===== config.mk =====
export PLATFORM = sky130hd
export DESIGN_NAME = held_key_table_with_modifier_replay_unit_flat
export DESIGN_NICKNAME = d
export VERILOG_FILES = /design/src/rtl/hktm_pkg.sv /design/src/rtl/hktm_ifs.sv /design/src/rtl/held_key_table_with_modifier_replay_unit.sv /design/src/rtl/hktm_front.sv /design/src/rtl/hktm_queue.sv /design/src/rtl/hktm_back.sv /design/src/flat_wrapper.sv
export SDC_FILE = /design/constraint.sdc
export NUM_CORES = 1
export LEC_CHECK = 0
export BUFFER_PORTS_ARGS = -buffer_cell sky130_fd_sc_hd__buf_2
export CAP_MARGIN = 20
export CORE_MARGIN = 10
export CORE_UTILIZATION = 56
export DETAILED_ROUTE_END_ITERATION = 12
export PLACE_DENSITY = 0.74
export SYNTH_ARGS = -nofsm -noshare
export SYNTH_HDL_FRONTEND = slang
export SYNTH_HIERARCHICAL = 1
export SYNTH_SLANG_ARGS = --single-unit

===== constraint.sdc =====
create_clock -name clk -period 8.92 [get_ports clk]
set_input_delay 0.892 -clock clk [delete_from_list [all_inputs] [get_ports clk]]
set_output_delay 0.892 -clock clk [all_outputs]
set_load 0.02 [all_outputs]

===== src/rtl/hktm_pkg.sv =====
// Package: shared types and constants for the held key table with modifier replay.
`default_nettype none
package hktm_pkg;

	localparam int KEY_W     = 16;
	localparam int CAT_W     = 2;
	localparam int MOD_W     = 3;
	localparam int DEV_W     = 8;
	localparam int CFG_IDX_W = 3;
	localparam int CFG_DAT_W = 16;

	localparam logic [CAT_W-1:0] CAT_PRESSED  = 2'd0;
	localparam logic [CAT_W-1:0] CAT_RELEASED = 2'd1;

	localparam logic [CFG_IDX_W-1:0] CFG_SHIFT = 3'd0;
	localparam logic [CFG_IDX_W-1:0] CFG_CTRL  = 3'd1;
	localparam logic [CFG_IDX_W-1:0] CFG_ALT   = 3'd2;
	localparam logic [CFG_IDX_W-1:0] CFG_EMPTY = 3'd3;
	localparam logic [CFG_IDX_W-1:0] CFG_FWD   = 3'd4;

	localparam logic [KEY_W-1:0] SHIFT_RST = 16'd16;
	localparam logic [KEY_W-1:0] CTRL_RST  = 16'd17;
	localparam logic [KEY_W-1:0] ALT_RST   = 16'd18;
	localparam logic [KEY_W-1:0] EMPTY_RST = 16'd0;

	localparam logic [MOD_W-1:0] MOD_SHIFT = 3'b001;
	localparam logic [MOD_W-1:0] MOD_CTRL  = 3'b010;
	localparam logic [MOD_W-1:0] MOD_ALT   = 3'b100;

	localparam int Q_DEPTH = 2;
	localparam int Q_PTR_W = 1;
	localparam int Q_CNT_W = 2;

	typedef struct packed {
		logic [KEY_W-1:0] shift_code;
		logic [KEY_W-1:0] ctrl_code;
		logic [KEY_W-1:0] alt_code;
		logic [KEY_W-1:0] empty_code;
		logic             forward_enable;
	} cfg_t;

	typedef struct packed {
		logic             is_mod;
		logic [MOD_W-1:0] mod_bit;
		logic [CAT_W-1:0] category;
		logic [KEY_W-1:0] key;
	} cmd_t;

endpackage
`default_nettype wire


===== src/rtl/hktm_ifs.sv =====
// Interfaces: event input, event output and configuration write channels.
`default_nettype none
interface hktm_in_if;
	logic        valid;
	logic        ready;
	logic [7:0]  device;
	logic        is_key;
	logic [1:0]  category;
	logic [15:0] key_code;

	modport source (output valid, device, is_key, category, key_code, input ready);
	modport sink   (input valid, device, is_key, category, key_code, output ready);
endinterface

interface hktm_out_if;
	logic        valid;
	logic        ready;
	logic [1:0]  out_category;
	logic [15:0] out_key;
	logic        replayed;
	logic [2:0]  modifiers;
	logic        last;

	modport source (output valid, out_category, out_key, replayed, modifiers, last,
		input ready);
	modport sink   (input valid, out_category, out_key, replayed, modifiers, last,
		output ready);
endinterface

interface hktm_cfg_if;
	logic        valid;
	logic        ready;
	logic [2:0]  index;
	logic [15:0] data;

	modport source (output valid, index, data, input ready);
	modport sink   (input valid, index, data, output ready);
endinterface
`default_nettype wire


===== src/rtl/held_key_table_with_modifier_replay_unit.sv =====
// Top level: held key table with modifier replay.
`default_nettype none
// Key events from device 0 are classified in the front end and queued (two
// deep); all other events are accepted and dropped. A non-modifier event
// updates the held key table and is forwarded if forwarding is enabled,
// else it only updates the table. A shift, ctrl or alt event only updates
// the modifier mask while forwarding is disabled; else it walks the table
// twice, one slot per cycle unless a full slot waits on the output stage:
// releases for held keys, mask update, presses, then the forwarded event
// with last set. Results leave through a registered output stage, one per
// cycle at most. Configuration writes are always ready and take effect at
// once; write them only while no event is in flight.
module held_key_table_with_modifier_replay_unit
	import hktm_pkg::*;
#(
	parameter int TABLE_SLOTS = 8
) (
	input  wire logic   clk,
	input  wire logic   arst_n,
	hktm_in_if.sink     in_evt,
	hktm_out_if.source  out_evt,
	hktm_cfg_if.sink    cfg
);

	cfg_t cfg_q;
	logic q_ready;
	logic q_push;
	cmd_t q_cmd;
	logic head_valid;
	cmd_t head_cmd;
	logic head_pop;

	assign cfg.ready = 1'b1;

	always_ff @(posedge clk or negedge arst_n) begin
		if (!arst_n) begin
			cfg_q.shift_code     <= SHIFT_RST;
			cfg_q.ctrl_code      <= CTRL_RST;
			cfg_q.alt_code       <= ALT_RST;
			cfg_q.empty_code     <= EMPTY_RST;
			cfg_q.forward_enable <= 1'b1;
		end else if (cfg.valid) begin
			case (cfg.index)
				CFG_SHIFT: cfg_q.shift_code     <= cfg.data;
				CFG_CTRL:  cfg_q.ctrl_code      <= cfg.data;
				CFG_ALT:   cfg_q.alt_code       <= cfg.data;
				CFG_EMPTY: cfg_q.empty_code     <= cfg.data;
				CFG_FWD:   cfg_q.forward_enable <= cfg.data[0];
				default:   cfg_q                <= cfg_q;
			endcase
		end
	end

	hktm_front u_front (
		.in_evt  (in_evt),
		.cfg     (cfg_q),
		.q_ready (q_ready),
		.q_push  (q_push),
		.q_cmd   (q_cmd)
	);

	hktm_queue u_queue (
		.clk        (clk),
		.arst_n     (arst_n),
		.push       (q_push),
		.push_cmd   (q_cmd),
		.push_ready (q_ready),
		.pop        (head_pop),
		.head_valid (head_valid),
		.head_cmd   (head_cmd)
	);

	hktm_back #(
		.TABLE_SLOTS (TABLE_SLOTS)
	) u_back (
		.clk       (clk),
		.arst_n    (arst_n),
		.cfg       (cfg_q),
		.cmd_valid (head_valid),
		.cmd       (head_cmd),
		.cmd_pop   (head_pop),
		.out_evt   (out_evt)
	);

endmodule
`default_nettype wire


===== src/rtl/hktm_front.sv =====
// Front end: accepts events, drops foreign ones, classifies modifiers.
`default_nettype none
module hktm_front
	import hktm_pkg::*;
(
	hktm_in_if.sink    in_evt,
	input  wire cfg_t  cfg,
	input  wire logic  q_ready,
	output logic       q_push,
	output cmd_t       q_cmd
);

	logic hit_shift;
	logic hit_ctrl;
	logic hit_alt;

	assign in_evt.ready = q_ready;

	assign hit_shift = (in_evt.key_code == cfg.shift_code);
	assign hit_ctrl  = (in_evt.key_code == cfg.ctrl_code);
	assign hit_alt   = (in_evt.key_code == cfg.alt_code);

	assign q_push = in_evt.valid && q_ready && in_evt.is_key && (in_evt.device == '0);

	always_comb begin
		q_cmd.is_mod   = hit_shift || hit_ctrl || hit_alt;
		q_cmd.category = in_evt.category;
		q_cmd.key      = in_evt.key_code;
		if (hit_shift) begin
			q_cmd.mod_bit = MOD_SHIFT;
		end else if (hit_ctrl) begin
			q_cmd.mod_bit = MOD_CTRL;
		end else begin
			q_cmd.mod_bit = MOD_ALT;
		end
	end

endmodule
`default_nettype wire


===== src/rtl/hktm_queue.sv =====
// Command queue between front end and back end.
`default_nettype none
module hktm_queue
	import hktm_pkg::*;
(
	input  wire logic clk,
	input  wire logic arst_n,
	input  wire logic push,
	input  wire cmd_t push_cmd,
	output logic      push_ready,
	input  wire logic pop,
	output logic      head_valid,
	output cmd_t      head_cmd
);

	cmd_t               mem_q [Q_DEPTH];
	logic [Q_PTR_W-1:0] wr_ptr_q;
	logic [Q_PTR_W-1:0] rd_ptr_q;
	logic [Q_CNT_W-1:0] cnt_q;
	logic               do_push;
	logic               do_pop;

	assign push_ready = (cnt_q != Q_CNT_W'(Q_DEPTH));
	assign head_valid = (cnt_q != '0);
	assign head_cmd   = mem_q[rd_ptr_q];
	assign do_push    = push && push_ready;
	assign do_pop     = pop && head_valid;

	always_ff @(posedge clk) begin
		if (do_push) begin
			mem_q[wr_ptr_q] <= push_cmd;
		end
	end

	always_ff @(posedge clk or negedge arst_n) begin
		if (!arst_n) begin
			wr_ptr_q <= '0;
			rd_ptr_q <= '0;
			cnt_q    <= '0;
		end else begin
			if (do_push) begin
				wr_ptr_q <= (wr_ptr_q == Q_PTR_W'(Q_DEPTH - 1)) ? '0 : wr_ptr_q + 1'b1;
			end
			if (do_pop) begin
				rd_ptr_q <= (rd_ptr_q == Q_PTR_W'(Q_DEPTH - 1)) ? '0 : rd_ptr_q + 1'b1;
			end
			case ({do_push, do_pop})
				2'b10:   cnt_q <= cnt_q + 1'b1;
				2'b01:   cnt_q <= cnt_q - 1'b1;
				default: cnt_q <= cnt_q;
			endcase
		end
	end

	a_cnt_bound: assert property (@(posedge clk) disable iff (!arst_n)
		cnt_q <= Q_CNT_W'(Q_DEPTH))
		else $error("queue count exceeds depth");

	a_pop_empty: assert property (@(posedge clk) disable iff (!arst_n)
		(cnt_q == '0) && !do_push |=> (cnt_q == '0))
		else $error("queue count changed without push");

endmodule
`default_nettype wire


===== src/rtl/hktm_back.sv =====
// Back end: held key table, modifier mask, replay sequencer and output register.
`default_nettype none
module hktm_back
	import hktm_pkg::*;
#(
	parameter int TABLE_SLOTS = 8
) (
	input  wire logic   clk,
	input  wire logic   arst_n,
	input  wire cfg_t   cfg,
	input  wire logic   cmd_valid,
	input  wire cmd_t   cmd,
	output logic        cmd_pop,
	hktm_out_if.source  out_evt
);

	localparam int IDX_W = (TABLE_SLOTS > 1) ? $clog2(TABLE_SLOTS) : 1;
	localparam logic [IDX_W-1:0] LAST_IDX = IDX_W'(TABLE_SLOTS - 1);

	typedef enum logic [3:0] {
		ST_IDLE = 4'b0001,
		ST_REL  = 4'b0010,
		ST_PRS  = 4'b0100,
		ST_FWD  = 4'b1000
	} state_t;

	state_t             state_q;
	state_t             state_n;
	logic [IDX_W-1:0]   idx_q;
	logic [IDX_W-1:0]   idx_n;
	logic [KEY_W-1:0]   held_q [TABLE_SLOTS];
	logic [MOD_W-1:0]   mask_q;

	logic               ovalid_q;
	logic [CAT_W-1:0]   ocat_q;
	logic [KEY_W-1:0]   okey_q;
	logic               orep_q;
	logic [MOD_W-1:0]   omod_q;
	logic               olast_q;

	logic               out_free;
	logic               slot_full;
	logic               load;
	logic [CAT_W-1:0]   ld_cat;
	logic [KEY_W-1:0]   ld_key;
	logic               ld_rep;
	logic               ld_last;
	logic               do_tbl;
	logic               do_mask;
	logic [TABLE_SLOTS-1:0] sel_oh;
	logic               seen;
	logic [KEY_W-1:0]   find_key;

	assign out_free  = !ovalid_q || out_evt.ready;
	assign slot_full = (held_q[idx_q] != cfg.empty_code);

	assign out_evt.valid        = ovalid_q;
	assign out_evt.out_category = ocat_q;
	assign out_evt.out_key      = okey_q;
	assign out_evt.replayed     = orep_q;
	assign out_evt.modifiers    = omod_q;
	assign out_evt.last         = olast_q;

	// first slot holding find_key: empty slot for a press, the key for a release
	always_comb begin
		find_key = (cmd.category == CAT_PRESSED) ? cfg.empty_code : cmd.key;
		seen     = 1'b0;
		for (int i = 0; i < TABLE_SLOTS; i++) begin
			sel_oh[i] = !seen && (held_q[i] == find_key);
			seen      = seen || (held_q[i] == find_key);
		end
	end

	always_comb begin
		state_n = state_q;
		idx_n   = idx_q;
		cmd_pop = 1'b0;
		load    = 1'b0;
		ld_cat  = cmd.category;
		ld_key  = cmd.key;
		ld_rep  = 1'b0;
		ld_last = 1'b1;
		do_tbl  = 1'b0;
		do_mask = 1'b0;
		case (state_q)
			ST_IDLE: begin
				if (cmd_valid) begin
					if (!cmd.is_mod) begin
						if (!cfg.forward_enable) begin
							do_tbl  = 1'b1;
							cmd_pop = 1'b1;
						end else if (out_free) begin
							do_tbl  = 1'b1;
							cmd_pop = 1'b1;
							load    = 1'b1;
						end
					end else if (!cfg.forward_enable) begin
						do_mask = 1'b1;
						cmd_pop = 1'b1;
					end else begin
						state_n = ST_REL;
						idx_n   = '0;
					end
				end
			end
			ST_REL, ST_PRS: begin
				if (!slot_full || out_free) begin
					load    = slot_full;
					ld_cat  = (state_q == ST_REL) ? CAT_RELEASED : CAT_PRESSED;
					ld_key  = held_q[idx_q];
					ld_rep  = 1'b1;
					ld_last = 1'b0;
					if (idx_q == LAST_IDX) begin
						idx_n = '0;
						if (state_q == ST_REL) begin
							do_mask = 1'b1;
							state_n = ST_PRS;
						end else begin
							state_n = ST_FWD;
						end
					end else begin
						idx_n = idx_q + 1'b1;
					end
				end
			end
			ST_FWD: begin
				if (out_free) begin
					load    = 1'b1;
					cmd_pop = 1'b1;
					state_n = ST_IDLE;
				end
			end
			default: begin
				state_n = ST_IDLE;
			end
		endcase
	end

	always_ff @(posedge clk or negedge arst_n) begin
		if (!arst_n) begin
			state_q  <= ST_IDLE;
			idx_q    <= '0;
			mask_q   <= '0;
			ovalid_q <= 1'b0;
			for (int i = 0; i < TABLE_SLOTS; i++) begin
				held_q[i] <= EMPTY_RST;
			end
		end else begin
			state_q <= state_n;
			idx_q   <= idx_n;
			if (load) begin
				ovalid_q <= 1'b1;
			end else if (out_evt.ready) begin
				ovalid_q <= 1'b0;
			end
			if (do_mask) begin
				if (cmd.category == CAT_PRESSED) begin
					mask_q <= mask_q | cmd.mod_bit;
				end else if (cmd.category == CAT_RELEASED) begin
					mask_q <= mask_q & ~cmd.mod_bit;
				end
			end
			if (do_tbl && ((cmd.category == CAT_PRESSED) || (cmd.category == CAT_RELEASED))) begin
				for (int i = 0; i < TABLE_SLOTS; i++) begin
					if (sel_oh[i]) begin
						held_q[i] <= (cmd.category == CAT_PRESSED) ? cmd.key : cfg.empty_code;
					end
				end
			end
		end
	end

	always_ff @(posedge clk) begin
		if (load) begin
			ocat_q  <= ld_cat;
			okey_q  <= ld_key;
			orep_q  <= ld_rep;
			omod_q  <= mask_q;
			olast_q <= ld_last;
		end
	end

	a_pop_valid: assert property (@(posedge clk) disable iff (!arst_n)
		cmd_pop |-> cmd_valid)
		else $error("pop from empty queue");

	a_busy_cmd: assert property (@(posedge clk) disable iff (!arst_n)
		(state_q != ST_IDLE) |-> cmd_valid && cmd.is_mod)
		else $error("replay running without a modifier command");

	a_fwd_last: assert property (@(posedge clk) disable iff (!arst_n)
		(state_q == ST_FWD) && out_free |=> ovalid_q && olast_q && !orep_q)
		else $error("forwarded event not marked last");

	a_replay_idx: assert property (@(posedge clk) disable iff (!arst_n)
		idx_q <= LAST_IDX)
		else $error("slot index out of range");

endmodule
`default_nettype wire

===== src/flat_wrapper.sv =====
// flat-port wrapper written by rule: the top's interface ports become plain ports
module held_key_table_with_modifier_replay_unit_flat import hktm_pkg::*;
#(
	parameter int TABLE_SLOTS = 8
)
  (clk, arst_n, in_evt_valid, in_evt_device, in_evt_is_key, in_evt_category, in_evt_key_code, in_evt_ready, out_evt_valid, out_evt_out_category, out_evt_out_key, out_evt_replayed, out_evt_modifiers, out_evt_last, out_evt_ready, cfg_valid, cfg_index, cfg_data, cfg_ready);
  hktm_in_if in_evt_i ();
  hktm_out_if out_evt_i ();
  hktm_cfg_if cfg_i ();
  input  wire logic clk;
  input  wire logic arst_n;
  input wire logic [$bits(in_evt_i.valid)-1:0] in_evt_valid;
  input wire logic [$bits(in_evt_i.device)-1:0] in_evt_device;
  input wire logic [$bits(in_evt_i.is_key)-1:0] in_evt_is_key;
  input wire logic [$bits(in_evt_i.category)-1:0] in_evt_category;
  input wire logic [$bits(in_evt_i.key_code)-1:0] in_evt_key_code;
  output wire logic [$bits(in_evt_i.ready)-1:0] in_evt_ready;
  output wire logic [$bits(out_evt_i.valid)-1:0] out_evt_valid;
  output wire logic [$bits(out_evt_i.out_category)-1:0] out_evt_out_category;
  output wire logic [$bits(out_evt_i.out_key)-1:0] out_evt_out_key;
  output wire logic [$bits(out_evt_i.replayed)-1:0] out_evt_replayed;
  output wire logic [$bits(out_evt_i.modifiers)-1:0] out_evt_modifiers;
  output wire logic [$bits(out_evt_i.last)-1:0] out_evt_last;
  input wire logic [$bits(out_evt_i.ready)-1:0] out_evt_ready;
  input wire logic [$bits(cfg_i.valid)-1:0] cfg_valid;
  input wire logic [$bits(cfg_i.index)-1:0] cfg_index;
  input wire logic [$bits(cfg_i.data)-1:0] cfg_data;
  output wire logic [$bits(cfg_i.ready)-1:0] cfg_ready;
  assign in_evt_i.valid = in_evt_valid;
  assign in_evt_i.device = in_evt_device;
  assign in_evt_i.is_key = in_evt_is_key;
  assign in_evt_i.category = in_evt_category;
  assign in_evt_i.key_code = in_evt_key_code;
  assign in_evt_ready = in_evt_i.ready;
  assign out_evt_valid = out_evt_i.valid;
  assign out_evt_out_category = out_evt_i.out_category;
  assign out_evt_out_key = out_evt_i.out_key;
  assign out_evt_replayed = out_evt_i.replayed;
  assign out_evt_modifiers = out_evt_i.modifiers;
  assign out_evt_last = out_evt_i.last;
  assign out_evt_i.ready = out_evt_ready;
  assign cfg_i.valid = cfg_valid;
  assign cfg_i.index = cfg_index;
  assign cfg_i.data = cfg_data;
  assign cfg_ready = cfg_i.ready;
  held_key_table_with_modifier_replay_unit #(.TABLE_SLOTS(TABLE_SLOTS)) u_core (.clk(clk), .arst_n(arst_n), .in_evt(in_evt_i), .out_evt(out_evt_i), .cfg(cfg_i));
endmodule

Word level (Yosys, flattened, before mapping)

Memories as Yosys holds them, arrays and structs flattened.
Cells that the tools add are included.

Register bits after elaboration: 231
Memory bits (writable): 44
Input bits: 51
Output and inout port bits: 26
Word-level logic and storage cells: 182
Memories: 1

Add/sub/neg operators: 5
Order comparisons: 1
Equality and inequality tests: 31
Multiplexer cells: 57
Bitwise gates (word level): 4
Reduce and logical (&&, ||, !) cells: 58

Memories:

| name                 | words | bits a word | rd ports | clocked after Yosys merged registers in | wr ports | line             | text |
|---|---|---|---|---|---|---|---|
| u_core.u_queue.mem_q | 2     | 22          | 1        | 0                                       | 1        | hktm_queue.sv:16 | `cmd_t mem_q [Q_DEPTH];` |

Operators by type and width:

| kind                                                            | count |
|---|---|
| 16-bit == test                                                  | 11 |
| 16-bit 2-to-1 mux                                               | 6 |
| 16-bit binary-select mux with 3-bit select                      | 1 |
| 4-bit 2-to-1 mux                                                | 7 |
| 2-bit AND reduction                                             | 14 |
| 3-bit 2-to-1 mux                                                | 9 |
| 1-bit 2-to-1 mux                                                | 26 |
| 16-bit inequality test                                          | 1 |
| 1-bit logical AND                                               | 13 |
| 4-bit one-hot mux with 3 select lines                           | 1 |
| 1-bit logical OR                                                | 11 |
| 2-bit inequality test, second input constant                    | 5 |
| 2-bit nonzero test                                              | 5 |
| 1-bit logical NOT                                               | 9 |
| 8-bit logical NOT                                               | 1 |
| 3-bit by 2-bit == test with 1-bit output, second input constant | 2 |
| 3-bit == test, second input constant                            | 2 |
| 3-bit one-hot mux with 2 select lines                           | 1 |
| 6-bit AND reduction                                             | 1 |
| 5-bit AND reduction                                             | 1 |
| 2-bit by 1-bit == test with 1-bit output, second input constant | 2 |
| 4-bit by 1-bit == test with 1-bit output, second input constant | 1 |
| 4-bit by 2-bit == test with 1-bit output, second input constant | 1 |
| 4-bit by 3-bit == test with 1-bit output, second input constant | 1 |
| other kinds (20)                                                | 24 |

Depth between registers and ports, before layout

An unclocked memory read counts as a cell.

Depth in word-level cells: 13
Mapped depth: 14
Gate-level depth less buffers: 10

By module

The synthesis kept the hierarchy.

By module, submodules not included:

| module                                   | times used | cells each | area each (um^2) |
|---|---|---|---|
| hktm_back                                | 1          | 764        | 9599.2 |
| held_key_table_with_modifier_replay_unit | 1          | 143        | 2522.4 |
| hktm_queue                               | 1          | 85         | 1786.7 |
| hktm_front                               | 1          | 90         | 713.2 |

Least setup slack after synthesis

Ideal clock, no wire load.

Path kind: register -> register
Start: register u_core.u_queue.rd_ptr_q
End: register u_core/u_back/held_q[38] in the netlist's numbering
Data arrival time: 3.592 ns
Data required time: 8.795 ns
Path slack: 5.203 ns
Cell stages (with the launch flop): 13
Path buffers: 3
Clock period less this slack: 3.717 ns
Path through: dfrtp_1 buf_6 mux2_2 nor2_4 buf_6 mux2i_4 xor2_1 nand4_1 nor4_2 nor3b_2 nand4b_1 buf_2 mux2_2

RTL lines:

| item                           | line             | text |
|---|---|---|
| start: declaration             | hktm_queue.sv:18 | `logic [Q_PTR_W-1:0] rd_ptr_q;` |
| start signal: assignment       | hktm_queue.sv:45 | `rd_ptr_q <= (rd_ptr_q == Q_PTR_W'(Q_DEPTH - 1)) ? '0 : rd_ptr_q + 1'b1;` |
| end signal: indexed assignment | hktm_back.sv:166 | `held_q[i] <= (cmd.category == CAT_PRESSED) ? cmd.key : cfg.empty_code;` |
| end: declaration               | hktm_back.sv:31  | `logic [KEY_W-1:0] held_q [TABLE_SLOTS];` |

==> metrics.yaml <==
yosys:
  netlist_area_mm2: 0.0146
  yosysWarnings: 6
  synth_xor_xnor_area_share: 0.111
  syn_nets: 1136
  synth_top_flop_cell: "dfrtp_1"
  ys_types: 62
  yosys-top-cells-count: "mux2_2 (243), dfrtp_1 (201), xor2_1 (135)"
  synth_area_leaders: "dfrtp_1 (34%), mux2_2 (19%), edfxtp_1 (14%)"
  synth_top_family_by_area: "multiplexers"
  yosysMostFrequentCell: "mux2_2"
  ys_async_sr_fraction: 0.756
  yosysTopAreaCellShare: 0.344
  synthMuxAreaShare: 0.257
  ys_seq_area_frac: 0.494
  synthCells: 1082
  synth_edf_count: 67
  avgSynthCellArea_um2: 13.5
  synth.ff_latch_count: 275
  synth_compound_area_frac: 0.0365
  yosys.area.top_type: "dfrtp_1"
  synth_adder_area_share: 0.00257
  yosys.area_share.simple: 0.0685
place:
  place.port_buffers: 75
  pre_cts_ws_ns: 3.24
  placed_area_mm2: 0.0151
  place.gp.congestion: 0.919
  hpwl_mm: 27.9
drt:
  drt-vias-per-instance: 6.18
  drc_errors: 0
  wl_per_cell_um: 25.8
  firstDrtPassIters: 5
  num_vias: 9283
  postRouteAntennaNets: 0
  drt-total-wl_mm: 38.7
  drt_iter0_drc: 834
clock_tree:
  path_clk_slew_ns: 0.06
  cts_made_buffers: 29
  clock_sinks: 275
  cts_tree: "done"
  cts_max_level: 1
  clockBufferDepth: 3
  cts_setup_buffers: 0
  root_buffer: "clkbuf_16"
  cts_resized: 0
  clk_latency_ns: 0.56
  hold_buffers: 0
run:
  maxCapViolations: 0
die:
  dieArea_mm2: 0.0330
  ios: 77
  die_h_um: 182
  core_area_mm2: 0.0259
  initial_core_util: 0.564
  rows: 59
  die_x_um: 182
timing:
  fmax_mhz: 176
  timing.final.ws_setup_ns: 3.25
  rsz0062_at_grt: "no"
  skew_ns: 0.0137
  fin_crit_ns: 5.67
  drv_slew: 0
  relSlewSlack: 0.213
  fin_tns_setup_ns: 0
  setup_viol: 0
  hold_viol: 0
  period_share: 0.635
  worst_slew_pin_slew_ns: 1.18
  whs_ns: 0.378
finish:
  fillers: 1989
  seq_area_mm2: 0.00723
  fin_nets: 1197
  antenna_cells: 0
  final_cell_area_mm2: 0.0162
  multi_input_area_mm2: 0.00697
  drive_gt1_frac: 0.372
  area_growth_pct: 11.1
power_and_ir_drop:
  vdd_ir_drop_max_uv: 179
  design_power_total_mw: 3.48
  power_density_mw_per_mm2: 214
  p_leak_nw: 7.15
grt:
  top_usage_layer: "met2"
  gr-usage-met3: 0.0384
  groute.usage.overall: 0.230
  grt_use_met2: 0.368
  grt_overflow_total: 0
  grt_max_degree: 80
  grtUsageMet1: 0.314
  antenna_found_initial: 0
  grt_pass1_vias: 9520
  grt_pass1_wl_mm: 59.3
worst_setup_path:
  arrival_ns: 6.11
  crit_type: "reg -> reg"
  worst_setup_path_start_kind: "register"
  r2r_cells: 10
  cp-end-kind: "register"
  required_ns: 9.36
  crit_fanout: 35
  reg2reg_slack_ns: 3.25
hold_path:
  hold_class: "in -> async"
outcome:
  status: "complete, no violations"
sequential cells by signal, indices dropped and copies added (netlist names), named ones only:
signal and cells:
u_core/u_back/held_q 128, u_core/cfg_q 65, u_core/u_queue/mem_q 44, u_core/u_back/out_evt.out_key 16, u_core/u_back/state_q 4, u_core/u_back/idx_q 3, u_core/u_back/out_evt.modifiers 3, u_core/u_back/out_evt.out_category 2
u_core/u_queue/cnt_q 2, u_core/u_back/out_evt.last 1, u_core/u_back/out_evt.replayed 1, u_core/u_back/out_evt.valid 1, u_core/u_queue/rd_ptr_q 1, u_core/u_queue/wr_ptr_q 1
where the power goes:
part	total [mW]	switching (mW)	leakage, nW	internal [mW]
logic	0.650	0.392	3.25	0.258
clock network	1.34	0.512	0.521	0.832
registers	1.49	0.0894	3.37	1.40
critical path, cell delays in order, from the launching register on:
cell	delay (ns)
dfrtp_1	0.98
mux2_2	0.48
nor2_4	0.11
buf_4	0.56
mux2i_2	0.70
xnor2_1	0.20
nor4_1	0.64
nand4_1	0.21
nor3_2	0.89
buf_4	0.38
mux2_2	0.36
routing by layer:
layer | part of all wire | vias to the layer above | wire length, um
met5 | 0 | - | 0
met3 | 0.071 | 58 | 2760
met4 | 0.028 | 0 | 1070
met2 | 0.47 | 365 | 18000
li1 | - | 4099 | -
met1 | 0.44 | 4761 | 16800
worst paths after layout:
kind	start	endpoint
worst min register to register	register	u_core/u_back/out_evt.modifiers[1]
max in group asynchronous	arst_n	u_core/u_back/held_q[5]
worst min-delay path	arst_n	u_core/cfg_q[47]
worst max-delay path	u_core/u_queue/rd_ptr_q	u_core/u_back/held_q[103]
worst max register to register	u_core/u_queue/rd_ptr_q	u_core/u_back/held_q[103]
min in group clk	register	u_core/u_back/out_evt.modifiers[1]
placed cells by master, fill, tap and decap left out, types with 4 or more instances in the layout:
master,n
or3_1,6
dfrtp_1,200
nor3_1,8
nor2b_1,7
buf_2,74
o41ai_1,7
nand2_1,14
clkbuf_8,5
clkbuf_16,29
a22o_1,13
xor2_1,135
a21boi_0,4
o31ai_1,4
mux4_2,8
xnor2_1,51
mux2i_4,9
nand4_1,34
bufinv_16,7
nor4_1,24
mux2_1,21
o21ai_0,28
buf_8,4
nand2b_1,5
buf_4,9
nor2_1,16
edfxtp_1,67
o22ai_1,12
clkinv_2,6
mux2i_2,7
mux2_2,243
nand3_1,8
dfstp_2,7
mux2i_1,30
inv_1,5
stage by stage:
stage,util,cells
floorplan,-,1082
finish,0.627,1501
global placement,0.582,1441
detailed placement,0.583,1443
global route,0.627,1501
CTS,0.625,1497
cell families after synthesis:
group           Yosys count
fa+ha+maj                 3
xor+xnor                186
compound gates           79
simple gates            155
buf+inv                  65
mux                     318
other cells               1
flops                   275
cell type report:
class | instances | area share
Clock buffer | 36 | 0.0487
Clock inverter | 18 | 0.0173
Sequential cell | 275 | 0.445
Multi-Input combinational cell | 742 | 0.429
Timing Repair Buffer | 89 | 0.0332
Tap cell | 335 | 0.0258
Inverter | 6 | 0.00139
Note: power is estimated with default switching activity, not from simulation.
